==> src/design/cscd_pkg.sv <==
// ----------------------------------------------------------------------------
// cscd_pkg
// Shared types, codes and tables for the clock set and display controller.
// ----------------------------------------------------------------------------
package cscd_pkg;

    localparam int HOUR_W  = 5;
    localparam int MIN_W   = 6;
    localparam int SEG_W   = 8;
    localparam int BLINK_W = 7;

    localparam logic [HOUR_W-1:0] HOUR_MAX = 5'd23;
    localparam logic [MIN_W-1:0]  MIN_MAX  = 6'd59;

    localparam logic [BLINK_W-1:0] BLINK_THRESHOLD_RST = 7'd40;
    localparam logic [BLINK_W-1:0] BLINK_WRAP_RST      = 7'd80;

    typedef logic [HOUR_W-1:0]  hour_t;
    typedef logic [MIN_W-1:0]   minute_t;
    typedef logic [SEG_W-1:0]   seg_t;
    typedef logic [BLINK_W-1:0] blink_t;

    // configuration register index
    typedef enum logic [0:0] {
        CFG_BLINK_THRESHOLD = 1'b0,
        CFG_BLINK_WRAP      = 1'b1
    } cfg_index_t;

    typedef enum logic [1:0] {
        MODE_OFF    = 2'd0,
        MODE_HOUR   = 2'd1,
        MODE_MINUTE = 2'd2
    } mode_t;

    typedef struct packed {
        blink_t threshold;
        blink_t wrap;
    } cscd_cfg_t;

    typedef struct packed {
        hour_t   cur_hour;
        minute_t cur_minute;
        logic    set_key_level;
        logic    adjust_key_level;
    } cscd_sample_t;

    typedef struct packed {
        seg_t    digit0_segments;
        seg_t    digit1_segments;
        seg_t    digit2_segments;
        seg_t    digit3_segments;
        logic    write_time;
        hour_t   new_hour;
        minute_t new_minute;
    } cscd_result_t;

    typedef struct packed {
        logic [2:0] tens;
        logic [3:0] units;
    } bcd_pair_t;

    // seven-segment pattern per digit, anything else is blank
    function automatic seg_t seg_pattern(input logic [3:0] digit);
        seg_t pat;
        case (digit)
            4'd0:    pat = 8'hF9;
            4'd1:    pat = 8'h60;
            4'd2:    pat = 8'hDA;
            4'd3:    pat = 8'hF2;
            4'd4:    pat = 8'h63;
            4'd5:    pat = 8'hB3;
            4'd6:    pat = 8'hBB;
            4'd7:    pat = 8'hE0;
            4'd8:    pat = 8'hFB;
            4'd9:    pat = 8'hF3;
            default: pat = 8'h00;
        endcase
        return pat;
    endfunction

    // tens and units of a value below 64
    function automatic bcd_pair_t split_decimal(input logic [MIN_W-1:0] value);
        bcd_pair_t   res;
        logic [2:0]  tens;
        logic [MIN_W-1:0] rem;
        if (value >= 6'd60)
            tens = 3'd6;
        else if (value >= 6'd50)
            tens = 3'd5;
        else if (value >= 6'd40)
            tens = 3'd4;
        else if (value >= 6'd30)
            tens = 3'd3;
        else if (value >= 6'd20)
            tens = 3'd2;
        else if (value >= 6'd10)
            tens = 3'd1;
        else
            tens = 3'd0;
        rem = value - MIN_W'({3'd0, tens} * 6'd10);
        res.tens  = tens;
        res.units = rem[3:0];
        return res;
    endfunction

endpackage

==> src/design/cscd_if.sv <==
// ----------------------------------------------------------------------------
// cscd channel interfaces
// Valid/ready channels for the time sample and the display result.
// ----------------------------------------------------------------------------
interface cscd_in_if;
    logic              valid;
    logic              ready;
    cscd_pkg::hour_t   cur_hour;
    cscd_pkg::minute_t cur_minute;
    logic              set_key_level;
    logic              adjust_key_level;

    modport source (
        output valid, cur_hour, cur_minute, set_key_level, adjust_key_level,
        input  ready
    );
    modport sink (
        input  valid, cur_hour, cur_minute, set_key_level, adjust_key_level,
        output ready
    );
endinterface

interface cscd_out_if;
    logic              valid;
    logic              ready;
    cscd_pkg::seg_t    digit0_segments;
    cscd_pkg::seg_t    digit1_segments;
    cscd_pkg::seg_t    digit2_segments;
    cscd_pkg::seg_t    digit3_segments;
    logic              write_time;
    cscd_pkg::hour_t   new_hour;
    cscd_pkg::minute_t new_minute;

    modport source (
        output valid, digit0_segments, digit1_segments, digit2_segments,
               digit3_segments, write_time, new_hour, new_minute,
        input  ready
    );
    modport sink (
        input  valid, digit0_segments, digit1_segments, digit2_segments,
               digit3_segments, write_time, new_hour, new_minute,
        output ready
    );
endinterface

==> src/design/clock_set_and_display_ctrl_top.sv <==
// ----------------------------------------------------------------------------
// clock_set_and_display_ctrl_top
// Clock time setting and four-digit seven-segment display controller.
// ----------------------------------------------------------------------------
// Usage:
//   sample carries one request per pass: current hour and minute from the
//   real-time clock and the raw levels of the set and adjust keys.
//   display returns one result per request: four segment patterns, the hour
//   and minute after adjustment, and write_time when the new time (seconds
//   zeroed) must be written back to the clock chip.
//   An accepted request's result is registered; throughput is one request
//   per cycle while sample.ready is high. Key, mode and digit logic all sit
//   in one combinational pass ahead of the output register.
//   A two-entry output buffer keeps sample ready for one more request when
//   display stalls; sample.ready drops only while both entries are full.
//   Reset clears the mode to off, the key and pending flags, the blink
//   counter, and loads blink_threshold 40 and blink_wrap 80.
//   cfg_wr_en writes cfg_wdata into register cfg_index (0 threshold,
//   1 wrap) at the clock edge; write only while no request is in flight.
// ----------------------------------------------------------------------------
module clock_set_and_display_ctrl_top (
    input  logic                  clk,
    input  logic                  rst_n,
    cscd_in_if.sink               sample,
    cscd_out_if.source            display,
    input  logic                  cfg_wr_en,
    input  cscd_pkg::cfg_index_t  cfg_index,
    input  cscd_pkg::blink_t      cfg_wdata
);
    import cscd_pkg::*;

    blink_t       threshold_reg;
    blink_t       wrap_reg;
    cscd_cfg_t    cfg;
    cscd_sample_t sample_data;
    cscd_result_t result;
    cscd_result_t out_data;
    logic         accept;
    logic         in_ready;

    always_ff @(posedge clk or negedge rst_n)
    begin
        if (!rst_n)
        begin
            threshold_reg <= BLINK_THRESHOLD_RST;
            wrap_reg      <= BLINK_WRAP_RST;
        end
        else if (cfg_wr_en)
        begin
            case (cfg_index)
                CFG_BLINK_THRESHOLD: threshold_reg <= cfg_wdata;
                CFG_BLINK_WRAP:      wrap_reg      <= cfg_wdata;
                default:             ;
            endcase
        end
    end

    assign cfg.threshold = threshold_reg;
    assign cfg.wrap      = wrap_reg;

    assign sample_data.cur_hour         = sample.cur_hour;
    assign sample_data.cur_minute       = sample.cur_minute;
    assign sample_data.set_key_level    = sample.set_key_level;
    assign sample_data.adjust_key_level = sample.adjust_key_level;

    assign sample.ready = in_ready;
    assign accept       = sample.valid & in_ready;

    cscd_core u_core (
        .clk    (clk),
        .rst_n  (rst_n),
        .cfg    (cfg),
        .accept (accept),
        .sample (sample_data),
        .result (result)
    );

    cscd_skid u_skid (
        .clk       (clk),
        .rst_n     (rst_n),
        .in_valid  (sample.valid),
        .in_ready  (in_ready),
        .in_data   (result),
        .out_valid (display.valid),
        .out_ready (display.ready),
        .out_data  (out_data)
    );

    assign display.digit0_segments = out_data.digit0_segments;
    assign display.digit1_segments = out_data.digit1_segments;
    assign display.digit2_segments = out_data.digit2_segments;
    assign display.digit3_segments = out_data.digit3_segments;
    assign display.write_time      = out_data.write_time;
    assign display.new_hour        = out_data.new_hour;
    assign display.new_minute      = out_data.new_minute;

endmodule

==> src/design/cscd_core.sv <==
// ----------------------------------------------------------------------------
// cscd_core
// Key release detection, mode sequencing, time adjust and digit encoding.
// ----------------------------------------------------------------------------
module cscd_core (
    input  logic                   clk,
    input  logic                   rst_n,
    input  cscd_pkg::cscd_cfg_t    cfg,
    input  logic                   accept,
    input  cscd_pkg::cscd_sample_t sample,
    output cscd_pkg::cscd_result_t result
);
    import cscd_pkg::*;

    mode_t  mode_reg, mode_next;
    logic   pending_reg, pending_next;
    blink_t blink_reg, blink_next;
    logic   set_held_reg, set_held_next;
    logic   adj_held_reg, adj_held_next;

    mode_t     mode_mid;
    logic      pending_mid;
    logic      apply;
    logic      blank;
    hour_t     hour_adj;
    minute_t   minute_adj;
    bcd_pair_t hour_dec;
    bcd_pair_t minute_dec;

    always_comb
    begin
        // a key counts when released after being held
        adj_held_next = ~sample.adjust_key_level;
        set_held_next = ~sample.set_key_level;
        pending_mid   = pending_reg | (sample.adjust_key_level & adj_held_reg);

        mode_mid = mode_reg;
        if (sample.set_key_level && set_held_reg)
        begin
            case (mode_reg)
                MODE_OFF:    mode_mid = MODE_HOUR;
                MODE_HOUR:   mode_mid = MODE_MINUTE;
                MODE_MINUTE: mode_mid = MODE_OFF;
                default:     mode_mid = MODE_OFF;
            endcase
        end
        mode_next = mode_mid;

        apply        = (mode_mid != MODE_OFF) && pending_mid;
        pending_next = pending_mid & ~apply;

        hour_adj   = sample.cur_hour;
        minute_adj = sample.cur_minute;
        if (apply && mode_mid == MODE_HOUR)
            hour_adj = (sample.cur_hour >= HOUR_MAX) ? '0 : sample.cur_hour + 5'd1;
        if (apply && mode_mid == MODE_MINUTE)
            minute_adj = (sample.cur_minute >= MIN_MAX) ? '0 : sample.cur_minute + 6'd1;

        blank      = blink_reg > cfg.threshold;
        blink_next = (blink_reg > cfg.wrap) ? '0 : blink_reg + 7'd1;

        hour_dec   = split_decimal({1'b0, hour_adj});
        minute_dec = split_decimal(minute_adj);

        if (blank && mode_mid == MODE_HOUR)
        begin
            result.digit0_segments = '0;
            result.digit1_segments = '0;
        end
        else
        begin
            result.digit0_segments = seg_pattern({1'b0, hour_dec.tens});
            result.digit1_segments = seg_pattern(hour_dec.units);
        end
        if (blank && mode_mid == MODE_MINUTE)
        begin
            result.digit2_segments = '0;
            result.digit3_segments = '0;
        end
        else
        begin
            result.digit2_segments = seg_pattern({1'b0, minute_dec.tens});
            result.digit3_segments = seg_pattern(minute_dec.units);
        end
        result.write_time = apply;
        result.new_hour   = hour_adj;
        result.new_minute = minute_adj;
    end

    always_ff @(posedge clk or negedge rst_n)
    begin
        if (!rst_n)
        begin
            mode_reg     <= MODE_OFF;
            pending_reg  <= 1'b0;
            blink_reg    <= '0;
            set_held_reg <= 1'b0;
            adj_held_reg <= 1'b0;
        end
        else if (accept)
        begin
            mode_reg     <= mode_next;
            pending_reg  <= pending_next;
            blink_reg    <= blink_next;
            set_held_reg <= set_held_next;
            adj_held_reg <= adj_held_next;
        end
    end

endmodule

==> src/design/cscd_skid.sv <==
// ----------------------------------------------------------------------------
// cscd_skid
// Two-entry output buffer so the input side keeps flowing under a stall.
// ----------------------------------------------------------------------------
module cscd_skid (
    input  logic                   clk,
    input  logic                   rst_n,
    input  logic                   in_valid,
    output logic                   in_ready,
    input  cscd_pkg::cscd_result_t in_data,
    output logic                   out_valid,
    input  logic                   out_ready,
    output cscd_pkg::cscd_result_t out_data
);
    import cscd_pkg::*;

    logic         main_valid_reg, main_valid_next;
    logic         skid_valid_reg, skid_valid_next;
    cscd_result_t main_reg, main_next;
    cscd_result_t skid_reg, skid_next;
    logic         push;
    logic         pop;

    assign in_ready  = ~skid_valid_reg;
    assign out_valid = main_valid_reg;
    assign out_data  = main_reg;

    always_comb
    begin
        push            = in_valid & ~skid_valid_reg;
        pop             = main_valid_reg & out_ready;
        main_valid_next = main_valid_reg;
        skid_valid_next = skid_valid_reg;
        main_next       = main_reg;
        skid_next       = skid_reg;
        if (pop)
        begin
            if (skid_valid_reg)
            begin
                main_next       = skid_reg;
                skid_valid_next = 1'b0;
            end
            else
            begin
                main_valid_next = push;
                main_next       = in_data;
            end
        end
        else if (!main_valid_reg)
        begin
            main_valid_next = push;
            main_next       = in_data;
        end
        else if (push)
        begin
            // receiver stalled, park the request
            skid_valid_next = 1'b1;
            skid_next       = in_data;
        end
    end

    always_ff @(posedge clk or negedge rst_n)
    begin
        if (!rst_n)
        begin
            main_valid_reg <= 1'b0;
            skid_valid_reg <= 1'b0;
        end
        else
        begin
            main_valid_reg <= main_valid_next;
            skid_valid_reg <= skid_valid_next;
        end
    end

    always_ff @(posedge clk)
    begin
        main_reg <= main_next;
        skid_reg <= skid_next;
    end

endmodule

==> src/flat_wrapper.sv <==
// flat-port wrapper written by rule: the top's interface ports become plain ports
module clock_set_and_display_ctrl_top_flat import cscd_pkg::*;
  (clk, rst_n, cfg_wr_en, cfg_index, cfg_wdata, sample_valid, sample_cur_hour, sample_cur_minute, sample_set_key_level, sample_adjust_key_level, sample_ready, display_valid, display_digit0_segments, display_digit1_segments, display_digit2_segments, display_digit3_segments, display_write_time, display_new_hour, display_new_minute, display_ready);
  cscd_in_if sample_i ();
  cscd_out_if display_i ();
  input  logic clk;
  input  logic rst_n;
  input  logic cfg_wr_en;
  input  cscd_pkg::cfg_index_t cfg_index;
  input  cscd_pkg::blink_t cfg_wdata;
  input wire logic [$bits(sample_i.valid)-1:0] sample_valid;
  input wire logic [$bits(sample_i.cur_hour)-1:0] sample_cur_hour;
  input wire logic [$bits(sample_i.cur_minute)-1:0] sample_cur_minute;
  input wire logic [$bits(sample_i.set_key_level)-1:0] sample_set_key_level;
  input wire logic [$bits(sample_i.adjust_key_level)-1:0] sample_adjust_key_level;
  output wire logic [$bits(sample_i.ready)-1:0] sample_ready;
  output wire logic [$bits(display_i.valid)-1:0] display_valid;
  output wire logic [$bits(display_i.digit0_segments)-1:0] display_digit0_segments;
  output wire logic [$bits(display_i.digit1_segments)-1:0] display_digit1_segments;
  output wire logic [$bits(display_i.digit2_segments)-1:0] display_digit2_segments;
  output wire logic [$bits(display_i.digit3_segments)-1:0] display_digit3_segments;
  output wire logic [$bits(display_i.write_time)-1:0] display_write_time;
  output wire logic [$bits(display_i.new_hour)-1:0] display_new_hour;
  output wire logic [$bits(display_i.new_minute)-1:0] display_new_minute;
  input wire logic [$bits(display_i.ready)-1:0] display_ready;
  assign sample_i.valid = sample_valid;
  assign sample_i.cur_hour = sample_cur_hour;
  assign sample_i.cur_minute = sample_cur_minute;
  assign sample_i.set_key_level = sample_set_key_level;
  assign sample_i.adjust_key_level = sample_adjust_key_level;
  assign sample_ready = sample_i.ready;
  assign display_valid = display_i.valid;
  assign display_digit0_segments = display_i.digit0_segments;
  assign display_digit1_segments = display_i.digit1_segments;
  assign display_digit2_segments = display_i.digit2_segments;
  assign display_digit3_segments = display_i.digit3_segments;
  assign display_write_time = display_i.write_time;
  assign display_new_hour = display_i.new_hour;
  assign display_new_minute = display_i.new_minute;
  assign display_i.ready = display_ready;
  clock_set_and_display_ctrl_top u_core (.clk(clk), .rst_n(rst_n), .sample(sample_i), .display(display_i), .cfg_wr_en(cfg_wr_en), .cfg_index(cfg_index), .cfg_wdata(cfg_wdata));
endmodule
==> config.mk <==
export PLATFORM = sky130hd
export DESIGN_NAME = clock_set_and_display_ctrl_top_flat
export DESIGN_NICKNAME = d
export VERILOG_FILES = /design/src/design/cscd_pkg.sv /design/src/design/cscd_if.sv /design/src/design/clock_set_and_display_ctrl_top.sv /design/src/design/cscd_core.sv /design/src/design/cscd_skid.sv /design/src/flat_wrapper.sv
export SDC_FILE = /design/constraint.sdc
export NUM_CORES = 1
export LEC_CHECK = 0
export BUFFER_PORTS_ARGS = -buffer_cell sky130_fd_sc_hd__buf_2
export CAP_MARGIN = 30
export CORE_ASPECT_RATIO = 0.5
export CORE_MARGIN = 2
export CORE_UTILIZATION = 60
export CTS_CLUSTER_DIAMETER = 120
export DETAILED_ROUTE_END_ITERATION = 10
export PLACE_DENSITY = 0.81
export SETUP_SLACK_MARGIN = 0.5
export SLEW_MARGIN = 20
export SYNTH_ARGS = -nofsm -noshare
export SYNTH_HDL_FRONTEND = slang
export SYNTH_HIERARCHICAL = 1
export SYNTH_SLANG_ARGS = --single-unit
==> constraint.sdc <==
create_clock -name clk -period 9.8 [get_ports clk]
set_clock_uncertainty 0.2 [all_clocks]
set_input_delay 0.49 -clock clk [delete_from_list [all_inputs] [get_ports clk]]
set_output_delay 0.49 -clock clk [all_outputs]
set_load 0.05 [all_outputs]
==> flow_summary.toml <==
[floorplan]
die_height_um = 77.0
core_region_area_um2 = 10300
fp.dieW_um = 150
dieArea_um2 = 11500
placement_rows = 26
floorplan.initialDensity_pct = 62.1
ioPinCount = 72

[place]
dp.final_hpwl_mm = 8.01
gp_routability_congestion = 0.902
port_buffers = 71

[timing]
final_hold_viol_count = 0
slew_viols_final = 0
totalNegativeSetupSlack_ns = 0
holdWs_ns = 0.106
post_layout_min_period_ns = 5.06
slew-limit-headroom_pct = 39.3
timing.final.crit_share_pct = 51.6
max_slew.worst_pin.slew_ns = 0.911
fmax_mhz = 198
grt_setup_unrepaired = "no"
timing.final.setup_violations = 0

[detailed_routing]
average_wire_length_per_cell_after_detail_routing_um = 16.3
detail_route.wirelength_mm = 11.8
post_drt_via_cell_ratio = 5.65
detailed_router_iteration_count_before_antenna_repair = 5
drt-initial-drc-count = 257
antenna_violating_nets_post_route = 0
routed_vias = 4099
detailed_route_drc_error_count = 0

[cells_and_area]
num-fill-cells = 698
fraction_of_final_layout_cells_sized_beyond_drive_strength_1_pct = 33.8
num-nets-final = 635
antenna_cells_inserted = 0
fin_util_pct = 72.1
layout-area-overhead-vs-synth_pct = 16.0

[logic_synthesis]
synth_cells = 495
postSynthAreaPerCell_um2 = 12.9
ys_seq_area_share_pct = 52.4
top_flip_flop_cell_by_instance_count_after_synthesis = "sky130_fd_sc_hd__edfxtp_1"
ys_async_sr_fraction_pct = 24.1
syn-cell-area_um2 = 6390
number_of_unique_standard_cell_types_used_by_synthesis = 72
yosys_warnings = 6
flip_flop_and_latch_count_after_synthesis = 116
number_of_synthesized_flops_with_an_enable_pin = 88

[power_and_ir_drop]
p_leak_nw = 3.21
net-switching-power_mw = 0.977
p_int_mw = 1.49
combinationalPowerShare_pct = 42.2
clockPowerShare_pct = 25.5
irDropWorstVdd_v = 0.000132
power_switching_share_pct = 39.6
seq_power_share_pct = 32.4
power_density_nw_per_um2 = 332

[hold_path]
min-delay-path-class = "in -> reg"

[cts]
clock_insertion_delay_at_the_later_pin_of_the_skew_report_ns = 0.41
cts_htree_levels = 4
cts-root-buf = "sky130_fd_sc_hd__clkbuf_16"
worst_setup_hold_path_clk_slew_ns = 0.06
cts.repair.resized = 0
clock_path_buffers = 2
cts_tree = "done"
tritoncts_num_sinks = 116
postCtsSetupBuffers = 0
cts_hold_buf = 1
total_clock_buffers_created_by_cts = 17

[grt]
grt_util_all_layers_pct = 22.1
antenna_found_initial = 0
grt_overflow_total = 0
grt_pass1_vias = 4061
maximum_number_of_pins_on_one_net_before_global_route_repair = 45
global_route_wire_length_before_repair_mm = 19.6

[critical_path]
crit_chain = "nand2b_1 -> o2bb2ai_1 -> a31oi_1 -> a41o_2 -> inv_1 -> o21ai_0 -> a21oi_1 -> a31o_2 -> inv_1 -> ha_1 -> fa_1 -> or3_1 -> o2111ai_2 -> or2_2 -> a21oi_1 -> mux2_4"
endpoint_kind = "register"
critical_path_required_ns = 9.77
crit_path_max_fanout = 13
worst_path_largest_cell_delay_ns = 0.49
crit_type = "reg -> reg"
worstSetupStartpointType = "register"
cp_data_arrival_time_ns = 5.02
cp_slowest_cell = "sky130_fd_sc_hd__dfrtp_1"

[run]
timing.max_cap.violations = 0

[outcome]
result_of_the_run = "complete, no violations"
-- path summary, 6_finish.rpt --
path | from | end | slack [ns] | depth (start not counted)
max | u_core/u_core/mode_reg[1] | u_core/u_skid/out_data[17] | 4.74 | 16
min | sample_adjust_key_level | u_core/u_core/adj_held_reg | 0.11 | 2
max reg2reg | u_core/u_core/mode_reg[1] | u_core/u_skid/out_data[17] | 4.74 | 16
min reg2reg | u_core/wrap_reg[3] | u_core/wrap_reg[3] | 0.31 | 1
max in group asynchronous | rst_n | u_core/u_core/blink_reg[0] | 8.60 | 2
min in group asynchronous | rst_n | u_core/u_core/blink_reg[5] | 0.41 | 2
-- through the flow --
step | area [um2] | power (mW) | setup WS [ns] | instances
floorplan | 6400 | 1.64 | 5.28 | 498
global placement | 6810 | 1.81 | 4.97 | 692
detailed placement | 6810 | 1.84 | 4.79 | 692
CTS | 7410 | 2.48 | 4.80 | 725
global route | 7410 | 2.60 | 4.43 | 725
finish | 7410 | 2.46 | 4.74 | 725
-- power by group through the flow --
stage	clock, mW	combinational, mW	sequential (mW)
5_1_grt	0.662	1.12	0.814
3_5_place_dp	0	1.03	0.808
3_3_place_gp	0	1.00	0.803
6_report	0.627	1.04	0.798
4_1_cts	0.635	1.04	0.800
2_1_floorplan	0	0.571	1.07
-- routing by layer --
metal | wire, um | vias to the layer above | part of all wire [%] | global-route usage (%)
met4 | 116 | 0 | 0.98 | 6.32
met2 | 5510 | 127 | 47 | 35.2
met3 | 659 | 17 | 5.6 | 6.90
met1 | 5540 | 1982 | 47 | 29.4
li1 | - | 1973 | - | -
met5 | 0 | - | 0 | 0
-- cell type report --
class	count	area (um2)	share of cell area [%]
clock buffers	17	425	5.74
clock inverters	15	170	2.30
inverters	38	143	1.92
multi-input cells	325	2770	37.4
flip-flops and latches	116	3350	45.2
well taps	140	175	2.36
repair buffers	74	380	5.13
-- cell usage in the layout, fill, tap and decap left out, types with 5 or more instances in the layout --
cell type	Yosys	final
sky130_fd_sc_hd__mux2_4	47	47
sky130_fd_sc_hd__a31oi_1	7	7
sky130_fd_sc_hd__nand3_1	14	14
sky130_fd_sc_hd__nor2b_1	9	9
sky130_fd_sc_hd__o21a_1	9	9
sky130_fd_sc_hd__edfxtp_1	88	88
sky130_fd_sc_hd__nand2_1	19	19
sky130_fd_sc_hd__inv_6	0	5
sky130_fd_sc_hd__ha_1	35	35
sky130_fd_sc_hd__mux2_2	12	12
sky130_fd_sc_hd__nor2_1	29	28
sky130_fd_sc_hd__nor3_1	6	6
sky130_fd_sc_hd__dfrtp_1	24	24
sky130_fd_sc_hd__o21ai_0	17	17
sky130_fd_sc_hd__inv_1	36	36
sky130_fd_sc_hd__buf_2	1	71
sky130_fd_sc_hd__a21oi_1	28	28
sky130_fd_sc_hd__clkbuf_16	0	17
-- cell families (layout without fill, tap and decap cells) --
| kind of cell | after synthesis | after routing | synth area share [%] |
|---|---|---|---|
| buffers and inverters | 57 | 144 | 4.54 |
| and+or+nand+nor | 113 | 113 | 9.36 |
| muxes | 61 | 61 | 13.5 |
| other | 1 | 4 | 0.0587 |
| adders and majority gates | 40 | 40 | 7.97 |
| DFF | 116 | 116 | 52.4 |
| xor gates and xnor gates | 7 | 7 | 1.08 |
| AOI/OAI and AO/OA | 100 | 100 | 11.1 |
-- worst max-delay path, delay by kind of cell (launching register included) --
| family | cells | cell delay [ns] |
|---|---|---|
| AOI/OAI and AO/OA | 8 | 2.08 |
| buffers and inverters | 2 | 0.24 |
| and+or+nand+nor | 3 | 0.87 |
| DFF | 1 | 0.49 |
| adders and majority gates | 2 | 0.62 |
| muxes | 1 | 0.29 |
-- synthesized netlist by cell type, types with 2 or more instances --
library cell,instances,area share (%)
sky130_fd_sc_hd__edfxtp_1,88,41
sky130_fd_sc_hd__mux2_4,47,11
sky130_fd_sc_hd__inv_1,36,2.1
sky130_fd_sc_hd__ha_1,35,6.9
sky130_fd_sc_hd__nor2_1,29,1.7
sky130_fd_sc_hd__a21oi_1,28,2.2
sky130_fd_sc_hd__dfrtp_1,24,9.4
sky130_fd_sc_hd__nand2_1,19,1.1
sky130_fd_sc_hd__o21ai_0,17,1.3
sky130_fd_sc_hd__nand3_1,14,1.1
sky130_fd_sc_hd__mux2_2,12,2.1
sky130_fd_sc_hd__nor2b_1,9,0.88
sky130_fd_sc_hd__o21a_1,9,1.1
sky130_fd_sc_hd__a31oi_1,7,0.69
sky130_fd_sc_hd__buf_6,7,1.2
sky130_fd_sc_hd__buf_4,6,0.71
sky130_fd_sc_hd__nor3_1,6,0.47
sky130_fd_sc_hd__nand2b_1,5,0.49
sky130_fd_sc_hd__a21o_1,4,0.47
sky130_fd_sc_hd__and2_1,4,0.39
sky130_fd_sc_hd__clkbuf_1,4,0.23
sky130_fd_sc_hd__dfstp_2,4,1.6
sky130_fd_sc_hd__nand3b_1,4,0.47
sky130_fd_sc_hd__nand4_1,4,0.39
sky130_fd_sc_hd__o31ai_1,4,0.47
sky130_fd_sc_hd__or2_2,4,0.39
sky130_fd_sc_hd__or3_1,4,0.39
sky130_fd_sc_hd__o211ai_1,3,0.35
sky130_fd_sc_hd__xnor2_1,3,0.41
sky130_fd_sc_hd__xor2_1,3,0.41
sky130_fd_sc_hd__a211oi_1,2,0.23
sky130_fd_sc_hd__a21bo_2,2,0.31
sky130_fd_sc_hd__a21oi_2,2,0.27
sky130_fd_sc_hd__a32oi_2,2,0.51
sky130_fd_sc_hd__and2b_1,2,0.23
sky130_fd_sc_hd__fa_1,2,0.63
sky130_fd_sc_hd__inv_2,2,0.12
sky130_fd_sc_hd__maj3_1,2,0.31
sky130_fd_sc_hd__mux2i_1,2,0.31
sky130_fd_sc_hd__o22ai_1,2,0.20
Note: power is estimated with default switching activity, not from simulation.
